**src/sv/mst_pkg.sv**
```systemverilog
// ----------------------------------------------------------------------------
// Timer slot table package
// Shared sizes, operation and result codes, and the item and control types
// of the timer slot table.
// ----------------------------------------------------------------------------
package mst_pkg;

   // Table geometry.
   localparam int SLOTS     = 16;
   localparam int TAG_BITS  = 16;
   localparam int SLOT_BITS = (SLOTS > 1) ? $clog2(SLOTS) : 1;
   localparam int CNT_BITS  = $clog2(SLOTS + 1);
   localparam int TAG_W     = (TAG_BITS < 16) ? TAG_BITS : 16;
   localparam int CMP_W     = (SLOT_BITS > 4) ? SLOT_BITS : 4;

   // At most this many firings are reported for one tick item.
   localparam int MAX_RES   = 16;
   localparam int NREP_BITS = $clog2(MAX_RES + 1);

   // Operation codes of an input item.
   localparam logic [1:0] OP_TICK      = 2'd0;
   localparam logic [1:0] OP_SCHEDULE  = 2'd1;
   localparam logic [1:0] OP_UNSCH_ID  = 2'd2;
   localparam logic [1:0] OP_UNSCH_GRP = 2'd3;

   // Result kinds.
   localparam logic [2:0] K_FIRED   = 3'd0;
   localparam logic [2:0] K_SCHED   = 3'd1;
   localparam logic [2:0] K_FULL    = 3'd2;
   localparam logic [2:0] K_REMOVED = 3'd3;
   localparam logic [2:0] K_NONE    = 3'd4;

   // Payload of an input item.
   typedef struct packed {
      logic [1:0]  operation;
      logic [31:0] now_tick;
      logic [31:0] interval;
      logic [15:0] group_tag;
      logic        fire_now;
      logic        one_shot;
      logic [3:0]  timer_id;
   } req_payload_type;

   // Payload of a result item.
   typedef struct packed {
      logic [2:0] kind;
      logic [3:0] slot_id;
      logic [4:0] removed_count;
      logic       last;
   } rsp_payload_type;

   // Command from the sequencer to the slot table.
   typedef struct packed {
      logic                 sched;
      logic                 fire;
      logic                 clear;
      logic [SLOT_BITS-1:0] idx;
   } table_cmd_type;

   // What the slot table reports for the addressed slot.
   typedef struct packed {
      logic vld;
      logic due;
      logic grp_match;
   } slot_view_type;

endpackage

```
**src/sv/mst_chan_if.sv**
```systemverilog
// ----------------------------------------------------------------------------
// Timer slot table channels
// Valid/ready channels for input items and for result items.
// ----------------------------------------------------------------------------
interface mst_req_if;
   import mst_pkg::*;

   logic            valid;
   logic            ready;
   req_payload_type data;

   modport source (output valid, output data, input ready);
   modport sink (input valid, input data, output ready);
endinterface

interface mst_rsp_if;
   import mst_pkg::*;

   logic            valid;
   logic            ready;
   rsp_payload_type data;

   modport source (output valid, output data, input ready);
   modport sink (input valid, input data, output ready);
endinterface

```
**src/sv/multi_slot_interval_timer_table.sv**
```systemverilog
// ----------------------------------------------------------------------------
// Multi-slot interval timer table
// Periodic and one-shot timer slots with tick, schedule and unschedule items.
// ----------------------------------------------------------------------------
// The block takes one item at a time. Every item walks the whole slot table,
// one slot per cycle through a single subtract-and-compare unit except
// while the result side holds back a waiting result, and then closes the
// item. Ready is high only between items. A tick item reports every due
// slot in slot order and gives no result when nothing fires; schedule and
// unschedule items always answer. Results pass through one output register,
// so the block finishes the current item while its final result waits to
// be taken.
module multi_slot_interval_timer_table (
   input  logic     clock,
   input  logic     reset,
   mst_req_if.sink   req_if,
   mst_rsp_if.source rsp_if
);
   import mst_pkg::*;

   localparam logic [1:0] S_IDLE = 2'd0;
   localparam logic [1:0] S_SCAN = 2'd1;
   localparam logic [1:0] S_LAST = 2'd2;

   localparam logic [SLOT_BITS-1:0] LAST_IDX = SLOT_BITS'(SLOTS - 1);

   // Sequencer state.
   logic [1:0]           state_ff, state_in;
   logic [SLOT_BITS-1:0] idx_ff, idx_in;
   logic                 pend_vld_ff, pend_vld_in;
   rsp_payload_type      pend_ff, pend_in;
   logic [NREP_BITS-1:0] nrep_ff, nrep_in;
   logic                 hit_ff, hit_in;
   logic [SLOT_BITS-1:0] hit_slot_ff, hit_slot_in;
   logic [CNT_BITS-1:0]  cnt_ff, cnt_in;

   // Latched fields of the current item.
   logic [1:0]       op_ff;
   logic [31:0]      now_ff;
   logic [31:0]      ival_ff;
   logic [TAG_W-1:0] grp_ff;
   logic             fire_now_ff;
   logic             one_shot_ff;
   logic [3:0]       id_ff;

   // Output register.
   logic            out_vld_ff, out_vld_in;
   rsp_payload_type out_ff, out_in;

   logic            accept;
   logic            out_free;
   logic            push;
   logic            stall;
   logic            event_hit;
   rsp_payload_type push_data;
   table_cmd_type   cmd;
   slot_view_type   view;

   assign req_if.ready = (state_ff == S_IDLE);
   assign accept       = req_if.valid && req_if.ready;
   assign out_free     = !out_vld_ff || rsp_if.ready;
   assign rsp_if.valid = out_vld_ff;
   assign rsp_if.data  = out_ff;

   mst_slot_table u_table (
      .clock       (clock),
      .reset       (reset),
      .cmd         (cmd),
      .now_tick    (now_ff),
      .wr_interval (ival_ff),
      .wr_group    (grp_ff),
      .wr_one_shot (one_shot_ff),
      .view        (view)
   );

   // Capture the item's fields when it is accepted.
   always_ff @(posedge clock) begin
      if (accept) begin
         op_ff       <= req_if.data.operation;
         now_ff      <= req_if.data.now_tick;
         ival_ff     <= req_if.data.interval;
         grp_ff      <= req_if.data.group_tag[TAG_W-1:0];
         fire_now_ff <= req_if.data.fire_now;
         one_shot_ff <= req_if.data.one_shot;
         id_ff       <= req_if.data.timer_id;
      end
   end

   // Per-slot event of the current operation at the scan position.
   always_comb begin
      unique case (op_ff)
         OP_TICK:      event_hit = view.vld && view.due;
         OP_SCHEDULE:  event_hit = !view.vld && !hit_ff;
         OP_UNSCH_ID:  event_hit = view.vld && (CMP_W'(id_ff) == CMP_W'(idx_ff));
         OP_UNSCH_GRP: event_hit = view.vld && view.grp_match;
         default:      event_hit = 1'b0;
      endcase
   end

   // Sequencer: one slot per unstalled scan cycle, then the closing result.
   always_comb begin
      state_in    = state_ff;
      idx_in      = idx_ff;
      pend_vld_in = pend_vld_ff;
      pend_in     = pend_ff;
      nrep_in     = nrep_ff;
      hit_in      = hit_ff;
      hit_slot_in = hit_slot_ff;
      cnt_in      = cnt_ff;
      push        = 1'b0;
      push_data   = '0;
      stall       = 1'b0;
      cmd         = '0;
      cmd.idx     = idx_ff;

      unique case (state_ff)
         S_IDLE: begin
            if (accept) begin
               state_in    = S_SCAN;
               idx_in      = '0;
               pend_vld_in = 1'b0;
               nrep_in     = '0;
               hit_in      = 1'b0;
               cnt_in      = '0;
            end
         end

         S_SCAN: begin
            // A new firing pushes out the previous one; a scheduled slot
            // with an immediate firing reports it straight away.
            if (event_hit) begin
               if (op_ff == OP_TICK) begin
                  push      = pend_vld_ff && (nrep_ff < NREP_BITS'(MAX_RES));
                  push_data = pend_ff;
               end else if (op_ff == OP_SCHEDULE) begin
                  push      = fire_now_ff;
                  push_data = '{kind: K_FIRED, slot_id: 4'(idx_ff),
                                removed_count: 5'd0, last: 1'b0};
               end
            end
            stall = push && !out_free;

            if (!stall) begin
               if (event_hit) begin
                  unique case (op_ff)
                     OP_TICK: begin
                        cmd.fire = 1'b1;
                        if (nrep_ff < NREP_BITS'(MAX_RES)) begin
                           pend_in     = '{kind: K_FIRED, slot_id: 4'(idx_ff),
                                           removed_count: 5'd0, last: 1'b0};
                           pend_vld_in = 1'b1;
                           nrep_in     = nrep_ff + NREP_BITS'(1);
                        end
                     end
                     OP_SCHEDULE: begin
                        cmd.sched   = 1'b1;
                        hit_in      = 1'b1;
                        hit_slot_in = idx_ff;
                     end
                     OP_UNSCH_ID: begin
                        cmd.clear = 1'b1;
                        hit_in    = 1'b1;
                     end
                     OP_UNSCH_GRP: begin
                        cmd.clear = 1'b1;
                        cnt_in    = cnt_ff + CNT_BITS'(1);
                     end
                     default: begin
                        cmd.clear = 1'b0;
                     end
                  endcase
               end
               if (idx_ff == LAST_IDX) begin
                  state_in = S_LAST;
               end else begin
                  idx_in = idx_ff + SLOT_BITS'(1);
               end
            end
         end

         S_LAST: begin
            // Closing result of the item, marked as the last one.
            unique case (op_ff)
               OP_TICK: begin
                  push      = pend_vld_ff;
                  push_data = pend_ff;
               end
               OP_SCHEDULE: begin
                  push      = 1'b1;
                  push_data = hit_ff ?
                     rsp_payload_type'{kind: K_SCHED, slot_id: 4'(hit_slot_ff),
                                       removed_count: 5'd0, last: 1'b0} :
                     rsp_payload_type'{kind: K_FULL, slot_id: 4'd0,
                                       removed_count: 5'd0, last: 1'b0};
               end
               OP_UNSCH_ID: begin
                  push      = 1'b1;
                  push_data = hit_ff ?
                     rsp_payload_type'{kind: K_REMOVED, slot_id: id_ff,
                                       removed_count: 5'd1, last: 1'b0} :
                     rsp_payload_type'{kind: K_NONE, slot_id: id_ff,
                                       removed_count: 5'd0, last: 1'b0};
               end
               OP_UNSCH_GRP: begin
                  push      = 1'b1;
                  push_data = (cnt_ff != '0) ?
                     rsp_payload_type'{kind: K_REMOVED, slot_id: 4'd0,
                                       removed_count: 5'(cnt_ff), last: 1'b0} :
                     rsp_payload_type'{kind: K_NONE, slot_id: 4'd0,
                                       removed_count: 5'd0, last: 1'b0};
               end
               default: begin
                  push = 1'b0;
               end
            endcase
            push_data.last = 1'b1;
            stall = push && !out_free;
            if (!stall) begin
               state_in = S_IDLE;
            end
         end

         default: begin
            state_in = S_IDLE;
         end
      endcase
   end

   // Output register: loads a result when empty or being emptied.
   always_comb begin
      out_in     = out_ff;
      out_vld_in = out_vld_ff && !rsp_if.ready;
      if (push && out_free) begin
         out_in     = push_data;
         out_vld_in = 1'b1;
      end
   end

   // Control registers.
   always_ff @(posedge clock) begin
      if (reset) begin
         state_ff    <= S_IDLE;
         idx_ff      <= '0;
         pend_vld_ff <= 1'b0;
         nrep_ff     <= '0;
         hit_ff      <= 1'b0;
         cnt_ff      <= '0;
         out_vld_ff  <= 1'b0;
      end else begin
         state_ff    <= state_in;
         idx_ff      <= idx_in;
         pend_vld_ff <= pend_vld_in;
         nrep_ff     <= nrep_in;
         hit_ff      <= hit_in;
         cnt_ff      <= cnt_in;
         out_vld_ff  <= out_vld_in;
      end
   end

   // Payload registers.
   always_ff @(posedge clock) begin
      pend_ff     <= pend_in;
      hit_slot_ff <= hit_slot_in;
      out_ff      <= out_in;
   end

   // A scheduled result always closes its item.
   a_sched_last: assert property (@(posedge clock) disable iff (reset)
      (out_vld_ff && (out_ff.kind == K_SCHED)) |-> out_ff.last)
      else $error("scheduled result without last flag");

   // The report count never passes the per-tick limit.
   a_nrep_limit: assert property (@(posedge clock) disable iff (reset)
      state_ff != S_IDLE |-> nrep_ff <= NREP_BITS'(MAX_RES))
      else $error("too many firings reported");

   // An unstalled scan cycle moves on by exactly one slot.
   a_idx_step: assert property (@(posedge clock) disable iff (reset)
      (state_ff == S_SCAN && !stall && idx_ff != LAST_IDX)
      |=> idx_ff == $past(idx_ff) + SLOT_BITS'(1))
      else $error("scan index skipped a slot");

   // An accepted item starts its scan at the first slot.
   a_accept_scan: assert property (@(posedge clock) disable iff (reset)
      accept |=> (state_ff == S_SCAN && idx_ff == '0 && !pend_vld_ff))
      else $error("scan did not start cleanly");

endmodule

```
**src/sv/mst_slot_table.sv**
```systemverilog
// ----------------------------------------------------------------------------
// Timer slot table storage
// Holds the slot entries and evaluates one addressed slot per cycle with a
// single subtract and compare unit.
// ----------------------------------------------------------------------------
module mst_slot_table (
   input  logic                  clock,
   input  logic                  reset,
   input  mst_pkg::table_cmd_type cmd,
   input  logic [31:0]           now_tick,
   input  logic [31:0]           wr_interval,
   input  logic [mst_pkg::TAG_W-1:0] wr_group,
   input  logic                  wr_one_shot,
   output mst_pkg::slot_view_type view
);
   import mst_pkg::*;

   logic [SLOTS-1:0] valid_ff;
   logic [SLOTS-1:0] valid_in;
   logic [31:0]      interval_ff [SLOTS];
   logic [31:0]      last_fire_ff [SLOTS];
   logic             one_shot_ff [SLOTS];
   logic [TAG_W-1:0] group_ff [SLOTS];

   logic [31:0]      rd_interval;
   logic [31:0]      rd_elapsed;

   // Due check for the addressed slot: elapsed time wraps modulo 2^32.
   always_comb begin
      rd_interval   = interval_ff[cmd.idx];
      rd_elapsed    = now_tick - last_fire_ff[cmd.idx];
      view.vld      = valid_ff[cmd.idx];
      view.due      = (rd_interval == 32'd0) ||
                      ((now_tick != 32'd0) && (rd_elapsed > rd_interval));
      view.grp_match = (group_ff[cmd.idx] == wr_group);
   end

   // Valid bits: set by a schedule, cleared by removal or a one-shot firing.
   always_comb begin
      valid_in = valid_ff;
      if (cmd.sched) begin
         valid_in[cmd.idx] = 1'b1;
      end else if (cmd.clear || (cmd.fire && one_shot_ff[cmd.idx])) begin
         valid_in[cmd.idx] = 1'b0;
      end
   end

   always_ff @(posedge clock) begin
      if (reset) begin
         valid_ff <= '0;
      end else begin
         valid_ff <= valid_in;
      end
   end

   // Slot entries are written only on a schedule or a firing.
   always_ff @(posedge clock) begin
      if (cmd.sched) begin
         interval_ff[cmd.idx]  <= wr_interval;
         last_fire_ff[cmd.idx] <= 32'd0;
         one_shot_ff[cmd.idx]  <= wr_one_shot;
         group_ff[cmd.idx]     <= wr_group;
      end else if (cmd.fire) begin
         last_fire_ff[cmd.idx] <= now_tick;
      end
   end

endmodule
```
**src/flat_wrapper.sv**
```systemverilog
// flat-port wrapper written by rule: the top's interface ports become plain ports
module multi_slot_interval_timer_table_flat import mst_pkg::*;
  (clock, reset, req_if_valid, req_if_data, req_if_ready, rsp_if_valid, rsp_if_data, rsp_if_ready);
  mst_req_if req_if_i ();
  mst_rsp_if rsp_if_i ();
  input  logic clock;
  input  logic reset;
  input wire logic [$bits(req_if_i.valid)-1:0] req_if_valid;
  input wire logic [$bits(req_if_i.data)-1:0] req_if_data;
  output wire logic [$bits(req_if_i.ready)-1:0] req_if_ready;
  output wire logic [$bits(rsp_if_i.valid)-1:0] rsp_if_valid;
  output wire logic [$bits(rsp_if_i.data)-1:0] rsp_if_data;
  input wire logic [$bits(rsp_if_i.ready)-1:0] rsp_if_ready;
  assign req_if_i.valid = req_if_valid;
  assign req_if_i.data = req_if_data;
  assign req_if_ready = req_if_i.ready;
  assign rsp_if_valid = rsp_if_i.valid;
  assign rsp_if_data = rsp_if_i.data;
  assign rsp_if_i.ready = rsp_if_ready;
  multi_slot_interval_timer_table u_core (.clock(clock), .reset(reset), .req_if(req_if_i), .rsp_if(rsp_if_i));
endmodule
```
**config.mk**
```make
export PLATFORM = sky130hd
export DESIGN_NAME = multi_slot_interval_timer_table_flat
export DESIGN_NICKNAME = d
export VERILOG_FILES = /design/src/sv/mst_pkg.sv /design/src/sv/mst_chan_if.sv /design/src/sv/multi_slot_interval_timer_table.sv /design/src/sv/mst_slot_table.sv /design/src/flat_wrapper.sv
export SDC_FILE = /design/constraint.sdc
export NUM_CORES = 1
export LEC_CHECK = 0
export ABC_CLOCK_PERIOD_IN_PS = 10750
export BUFFER_PORTS_ARGS = -buffer_cell sky130_fd_sc_hd__buf_2
export CAP_MARGIN = 15
export CORE_AREA = 2 2 382 384
export DETAILED_ROUTE_END_ITERATION = 10
export DIE_AREA = 0 0 384 386
export SLEW_MARGIN = 0
export SYNTH_ARGS = -nofsm -noshare
export SYNTH_HDL_FRONTEND = slang
export SYNTH_SLANG_ARGS = --single-unit
export TNS_END_PERCENT = 30
```
**constraint.sdc**
```tcl
create_clock -name clock -period 10.75 [get_ports clock]
set_input_delay 1.075 -clock clock [delete_from_list [all_inputs] [get_ports clock]]
set_output_delay 1.075 -clock clock [all_outputs]
set_load 0.005 [all_outputs]
```
==> impl_metrics.json, run 1 <==
{
  "dieWidth_um": 384,
  "gp_congestion": 0.860,
  "hold_viol": 0,
  "drv_slew": 0,
  "tightest_slew_ps": 1270,
  "syn_nets": 2927,
  "ctsRootBufferMaster": "clkbuf_16",
  "slowest_delay_ps": 1090,
  "start_kind": "flop",
  "cpMostUsedCell": "a21o_1",
  "grt_max_degree": 99,
  "crit_path_top_delay_cell": "dfxtp_4",
  "postCtsHoldBufs": 0,
  "clock_sinks": 1444,
  "synth_cell_types": 68,
  "switching_power_mw": 4.24,
  "drc": 0,
  "syn_area_per_cell_um2": 20.8,
  "rsz0062_at_grt": "false",
  "crit_family": "compound AO/OA/AOI/OAI gates",
  "nNetsFinal": 3119,
  "synth_simple_gate_area_share_pct": 2.82,
  "fill_cells": 12100,
  "post_cts_resized": 0,
  "rr_worst_depth": 26,
  "routed_wl_um": 138000,
  "pwr-share-seq_pct": 45.0,
  "grt_pass1_wl_um": 201000,
  "yosys_most_used_dff": "edfxtp_1",
  "setup-tns-final_ps": 0,
  "gr-usage-all-layers_pct": 18.6,
  "synth_warnings": 0,
  "antenna_found_initial": 1,
  "synth_compound_area_share_pct": 3.32,
  "avgRoutedWirePerCell_um": 27.7,
  "clk_pin_slew_ps": 60,
  "cts_buffer_depth": 3,
  "p_comb_share_pct": 21.4,
  "fin_cells": 4980,
  "synth-seq-cells": 1444,
  "crit_path_end_kind": "flop",
  "cts_buffers": 150,
  "fmax_mhz": 115,
  "cts_max_level": 4,
  "netlist_instances": 2755,
  "vdd_drop_max_mv": 0.224,
  "gr-total-overflow": 0,
  "port_buffers": 106,
  "p_sw_share_pct": 27.9,
  "crit_buf_inv": 4,
  "first_pass_iters": 5,
  "fin_crit_ps": 8690,
  "synth_edf_count": 1405,
  "finalSetupViolCount": 0,
  "status": "complete, no violations",
  "slew_headroom_pct": 15.5,
  "ys_async_sr_fraction_pct": 0,
  "arrival_ps": 9130,
  "reg2reg_slack_ps": 2060,
  "fin_skew_ps": 40.6,
  "synth_xor_area_share_pct": 0.854,
  "fin_crit_sh_pct": 80.8,
  "drt_iter0_drc": 3049,
  "powerDensity_nw_per_um2": 232,
  "start_util_pct": 39.7,
  "drive_gt1_share_pct": 26.1,
  "crit_required_ps": 11190,
  "worstSetupPathType": "flop to flop",
  "holdPathEnd": "u_core.grp_ff[6]",
  "power.leakage_nw": 20.1,
  "viasPerCell": 5.71,
  "clk_latency_ps": 780,
  "ys_seq_area_share_pct": 74.8,
  "synth_fa_ha_area_share_pct": 1.76,
  "grt_pass1_vias": 29400,
  "tritoncts": "built",
  "hold-path-cell-count": 1,
  "max-cap-violations": 0,
  "synthMuxAreaShare_pct": 14.9,
  "pwr-share-clk_pct": 33.6,
  "std_cell_rows": 140,
  "placed_cells": 4710,
  "fp.dieH_um": 386,
  "critPathMaxFanout": 68,
  "core_area_um2": 145000,
  "syn_area_um2": 57400,
  "dieArea_um2": 148000,
  "synth_top_family_by_area": "multiplexers",
  "diodes": 0,
  "hp-start": "req_if_data[12]",
  "rr_endpoint": "u_core.u_table.last_fire_ff[10][29]",
  "antenna_left": 0,
  "hpwl_um": 78200,
  "p_int_mw": 10.9,
  "vias": 28400,
  "io_pins": 107,
  "postCtsSetupRepairBufs": 0,
  "hold_class": "input port to flop",
  "area_growth_pct": 13.7
}
cells in the mapped netlist (4+ instances only):
cell      number  area share, %
a221oi_1      31           0.47
buf_4         11           0.14
a21oi_1       64           0.56
nand2_1       64           0.42
a211o_1        4          0.061
xnor2_1       41           0.63
xor2_1        15           0.23
a22o_1        33           0.50
o21ai_0       53           0.46
and2_1        40           0.44
a221o_1        5          0.087
buf_2         33           0.29
a21o_1        19           0.25
buf_1         20           0.13
nor3_1        24           0.21
nor2_1        83           0.54
a41oi_1        6          0.092
ha_1          79            1.7
inv_1         57           0.37
mux4_2       364             14
clkbuf_1      53           0.35
buf_6         10           0.20
o211ai_1       6          0.078
nor4_1        14           0.15
dfxtp_1       39            1.4
mux2i_1       37           0.65
nand2b_1       6          0.065
edfxtp_1    1405             73
nand4_1       24           0.26
a31oi_1        8          0.087
nor2b_1       16           0.17
nand3_1       20           0.17
and3_1        16           0.17
layout make-up:
| class | instances | area, µm² | share of cell area [%] |
|---|---|---|---|
| timing repair buffer | 167 | 1000 | 1.53 |
| sequential | 1444 | 43000 | 65.8 |
| clock buffer | 182 | 3920 | 6.00 |
| inverter | 59 | 223 | 0.341 |
| multi-input combinational | 1125 | 13800 | 21.2 |
| clock inverter | 86 | 925 | 1.42 |
| tap | 1917 | 2400 | 3.67 |
sequential cells by signal, summed over array words and instances, names as in the netlist, named ones only:
name                         count
u_core.grp_ff                   16
u_core.u_table.group_ff        256
u_core.nrep_ff                   5
u_core.cnt_ff                    5
u_core.hit_slot_ff               4
u_core.ival_ff                  32
u_core.one_shot_ff               1
u_core.pend_ff                   4
u_core.op_ff                     2
u_core.rsp_if.data              13
u_core.hit_ff                    1
u_core.id_ff                     4
u_core.u_table.interval_ff     512
u_core.state_ff                  2
u_core.pend_vld_ff               1
u_core.rsp_if.valid              1
u_core.fire_now_ff               1
u_core.now_ff                   32
u_core.idx_ff                    4
u_core.u_table.last_fire_ff    512
u_core.u_table.one_shot_ff      16
cells in the final DEF, fill, tap and decap left out, types with 4 or more instances in the layout:
cell type and instances:
and2_1 39, a21oi_1 64, o21ai_0 53, clkinv_1 25, and3_1 16, mux4_2 364, a221o_1 5, dfxtp_1 36
a31oi_1 8, a41oi_1 6, xnor2_1 41, nand2_1 64, inv_16 4, ha_1 79, a22o_1 33, edfxtp_1 1405
clkinv_2 23, bufinv_16 14, clkbuf_1 30, nor2b_1 15, nor2_4 32, o211ai_1 6, clkinvlp_4 8, a221oi_1 31
nor4_1 14, clkbuf_16 152, nand2b_1 6, nand4_1 24, inv_6 7, nand3_1 20, a21o_1 19, buf_4 59
mux2i_1 37, inv_1 56, buf_2 106, nor2_1 49, xor2_1 15, nor3_1 24, a211o_1 4
through the flow:
stage / instance area, µm² / utilization, % / total power, mW / setup slack [ps] / hold WS [ps]
2_1_floorplan: 57400 / - / 9.22 / 2000 / 424
3_3_place_gp: 60400 / 41.8 / 10.1 / 2360 / 490
3_5_place_dp: 60400 / 41.8 / 10.2 / 2120 / 502
4_1_cts: 65300 / 45.2 / 15.3 / 2110 / 415
5_1_grt: 65300 / 45.2 / 15.8 / 1670 / 438
6_report: 65300 / 45.2 / 15.2 / 2060 / 469
worst max path at each step:
| stage | end | start | cells after the start |
|---|---|---|---|
| finish | u_core.u_table.last_fire_ff[10][29] | flop | 26 |
| global route | u_core.u_table.last_fire_ff[10][29] | flop | 26 |
| floorplan | u_core.u_table.last_fire_ff[12][0] | flop | 31 |
| global placement | u_core.u_table.last_fire_ff[12][28] | flop | 28 |
| detailed placement | u_core.u_table.last_fire_ff[12][28] | flop | 26 |
| CTS | u_core.u_table.last_fire_ff[10][29] | flop | 26 |
routing by layer:
metal / wire length (µm) / vias to the layer above / global-route usage, % / share of wire, %
met2: 67900 / 1051 / 30.7 / 49
li1: - / 11900 / - / -
met3: 8940 / 209 / 3.39 / 6.5
met4: 2890 / 0 / 5.05 / 2.1
met5: 0 / - / 0 / 0
met1: 58300 / 15300 / 25.5 / 42
kinds of logic (layout without fill, tap and decap cells):
| logic type | count (synthesis) | in the layout |
|---|---|---|
| adder cells (fa/ha/maj) | 80 | 80 |
| AND/OR/NAND/NOR | 319 | 319 |
| flip-flops | 1444 | 1444 |
| AO/OA/AOI/OAI | 269 | 269 |
| multiplexers | 401 | 401 |
| XOR/XNOR | 56 | 56 |
| buffers and inverters | 186 | 494 |
power by group through the flow:
stage	Clock [mW]	Sequential, mW	Combinational (mW)
floorplan	0	6.77	2.45
global placement	0	6.91	3.21
global route	5.43	6.85	3.53
CTS	5.22	6.82	3.27
detailed placement	0	6.94	3.25
finish	5.11	6.82	3.25
Note: power is estimated with default switching activity, not from simulation.
==> run 2, diff against run 1 <==
--- a/config.mk
+++ b/config.mk
@@ -5,12 +5,13 @@
 export SDC_FILE = /design/constraint.sdc
 export NUM_CORES = 1
 export LEC_CHECK = 0
-export ABC_CLOCK_PERIOD_IN_PS = 10750
+export ABC_AREA = 1
+export ABC_CLOCK_PERIOD_IN_PS = 8850
 export BUFFER_PORTS_ARGS = -buffer_cell sky130_fd_sc_hd__buf_2
 export CAP_MARGIN = 15
-export CORE_AREA = 2 2 382 384
+export CORE_AREA = 2 2 393 395
 export DETAILED_ROUTE_END_ITERATION = 10
-export DIE_AREA = 0 0 384 386
+export DIE_AREA = 0 0 395 397
 export SLEW_MARGIN = 0
 export SYNTH_ARGS = -nofsm -noshare
 export SYNTH_HDL_FRONTEND = slang
==> constraint.sdc (replaced) <==
create_clock -name clock -period 8.85 [get_ports clock]
set_input_delay 0.885 -clock clock [delete_from_list [all_inputs] [get_ports clock]]
set_output_delay 0.885 -clock clock [all_outputs]
set_load 0.005 [all_outputs]
==> impl_metrics.json, run 2 <==
{
  "synth_edf_count": 1405,
  "critPathMaxFanout": 39,
  "crit_path_end_kind": "flop",
  "area_growth_pct": 13.1,
  "status": "complete, no violations",
  "vias": 39800,
  "antenna_left": 0,
  "hold_class": "input port to flop",
  "layout_setup_ws_ps": 982,
  "reg_top3": "u_core.u_table.interval_ff x512, u_core.u_table.last_fire_ff x512, u_core.u_table.group_ff x256",
  "crit_buf_inv": 8,
  "yosys_most_used_dff": "edfxtp_1",
  "crit_path_top_delay_cell": "dfxtp_4",
  "design_area_um2": 68500,
  "hpwl_um": 91700,
  "postCtsHoldBufs": 0,
  "syn_area_per_cell_um2": 11.8,
  "core_area_um2": 153000,
  "hp-start": "req_if_data[6]",
  "setup-tns-final_ps": 0,
  "grt_pass1_vias": 37900,
  "crit_required_ps": 9220,
  "powerDensity_nw_per_um2": 285,
  "grt_max_degree": 184,
  "syn_area_um2": 60600,
  "std_cell_rows": 144,
  "clock_sinks": 1444,
  "clk_pin_slew_ps": 60,
  "ctsRootBufferMaster": "clkbuf_16",
  "slew_headroom_pct": 25.1,
  "viasPerCell": 5.38,
  "tightest_slew_ps": 1120,
  "fin_crit_ps": 7870,
  "drive_gt1_share_pct": 9.11,
  "netlist_instances": 5128,
  "vdd_drop_max_mv": 0.218,
  "synth-seq-cells": 1444,
  "synth_warnings": 0,
  "tritoncts": "built",
  "start_util_pct": 39.6,
  "fin_crit_sh_pct": 88.9,
  "power.leakage_nw": 24.1,
  "cts_buffers": 152,
  "nNetsFinal": 5404,
  "grt_pass1_wl_um": 245000,
  "whs_ps": 258,
  "dieWidth_um": 395,
  "hold_viol": 0,
  "dp_slack_ps": 1030,
  "ys_async_sr_fraction_pct": 0,
  "postCtsSetupRepairBufs": 0,
  "routed_wl_um": 165000,
  "cpMostUsedCell": "nand2_1",
  "start_kind": "flop",
  "synth_most_common_cell": "edfxtp_1",
  "dieArea_um2": 157000,
  "synth.area.top_cells": "edfxtp_1 70%, nand2_1 5.8%, nor2_1 4.1%",
  "syn_nets": 5300,
  "fmax_mhz": 127,
  "post_cts_resized": 0,
  "finalSetupViolCount": 0,
  "finalPower_mw": 19.5,
  "ys_seq_area_share_pct": 71.0,
  "drc": 0,
  "final_common_cell": "edfxtp_1",
  "slowest_delay_ps": 670,
  "rsz0062_at_grt": "false",
  "final_cell_mix": "1,405 x edfxtp_1, 940 x nand2_1, 655 x nor2_1",
  "synth_cell_types": 43,
  "fp.dieH_um": 397,
  "synth_top_cell_by_area": "edfxtp_1",
  "yosys-top-cells-count": "1,405 x edfxtp_1, 941 x nand2_1, 656 x nor2_1",
  "drt_iter0_drc": 3907,
  "synth_top_area_share_pct": 69.7,
  "fill_cells": 13800,
  "first_pass_iters": 6,
  "gp_congestion": 0.866,
  "postPlaceCellArea_um2": 63800,
  "gr-usage-all-layers_pct": 20.6,
  "max-cap-violations": 0,
  "worstSetupPathType": "flop to flop",
  "port_buffers": 106,
  "crit_family": "buffers and inverters",
  "cts_max_level": 4,
  "cts_buffer_depth": 3,
  "arrival_ps": 8240,
  "clk_latency_ps": 800,
  "avgRoutedWirePerCell_um": 22.3,
  "drv_slew": 0,
  "gr-total-overflow": 0,
  "fin_skew_ps": 63.0,
  "io_pins": 107,
  "antenna_found_initial": 8
}
## run 2: cell types whose count changed after synthesis, sizes merged, moves of 47 or more
cell and delta:
a21oi +47, buf +76, clkbuf +81, inv +307
mux4 -364, nand2 +881, nand3 +384, nor2 +578
o211ai +108, o21ai +407, o221ai +88
## run 2: logic make-up (layout without fill, tap and decap cells)
kind of cell / after synthesis / in the layout / share of synthesized area, %
other: 0 / 1 / 0
and+or+nand+nor: 2064 / 2064 / 14.0
buffers and inverters: 650 / 876 / 4.54
DFF: 1444 / 1444 / 71.0
adders and majority gates: 80 / 80 / 1.67
AOI/OAI and AO/OA: 850 / 850 / 8.28
xor gates and xnor gates: 40 / 40 / 0.579
## run 2: worst reg2reg max path, delay by kind of cell (launching register included)
| family | cells | cell delay [ps] |
|---|---|---|
| fa+ha+maj | 2 | 650 |
| xor+xnor | 1 | 170 |
| compound gates | 9 | 1960 |
| buf+inv | 8 | 2020 |
| flops | 1 | 670 |
| simple gates | 20 | 1960 |
## run 2: path summary, 6_finish.rpt
path                                        endpoint  slack, ps  depth (start not counted)
hold / removal                      u_core.grp_ff[0]        260                          1
hold reg to reg                                 flop        470                          2
setup reg to reg  u_core.u_table.last_fire_ff[7][25]        980                         40
setup / recovery  u_core.u_table.last_fire_ff[7][25]        980                         40
## run 2: final cells by class
type,count,area [µm²],area share [%]
inverters,366,1420,2.08
repair buffers,234,1890,2.76
well taps,2044,2560,3.74
diodes,1,2.50,0.00366
clock inverters,83,664,0.970
multi-input cells,3034,14900,21.8
flip-flops and latches,1444,43000,62.8
clock buffers,193,4010,5.86
## run 2: metrics by stage
stage | utilization, % | std cells
after global placement | 41.7 | 7122
after global routing | 44.8 | 7398
after CTS | 44.8 | 7398
after detailed placement | 41.7 | 7122
after floorplan | - | 5128
final | 44.8 | 7399
## run 2: power breakdown
part	internal (mW)	switching [mW]
sequential	7.93	0.352
clock	3.35	2.68
combinational	1.57	3.61
total	12.8	6.64
## run 2: routing by layer
metal  track usage [%]  vias up  part of all wire (%)
li1                  -    18300                     -
met1              29.0    19700                    43
met2              33.0     1566                    47
met3              3.04      261                   7.1
met4              6.15        2                   2.6
met5                 0        -                0.0085
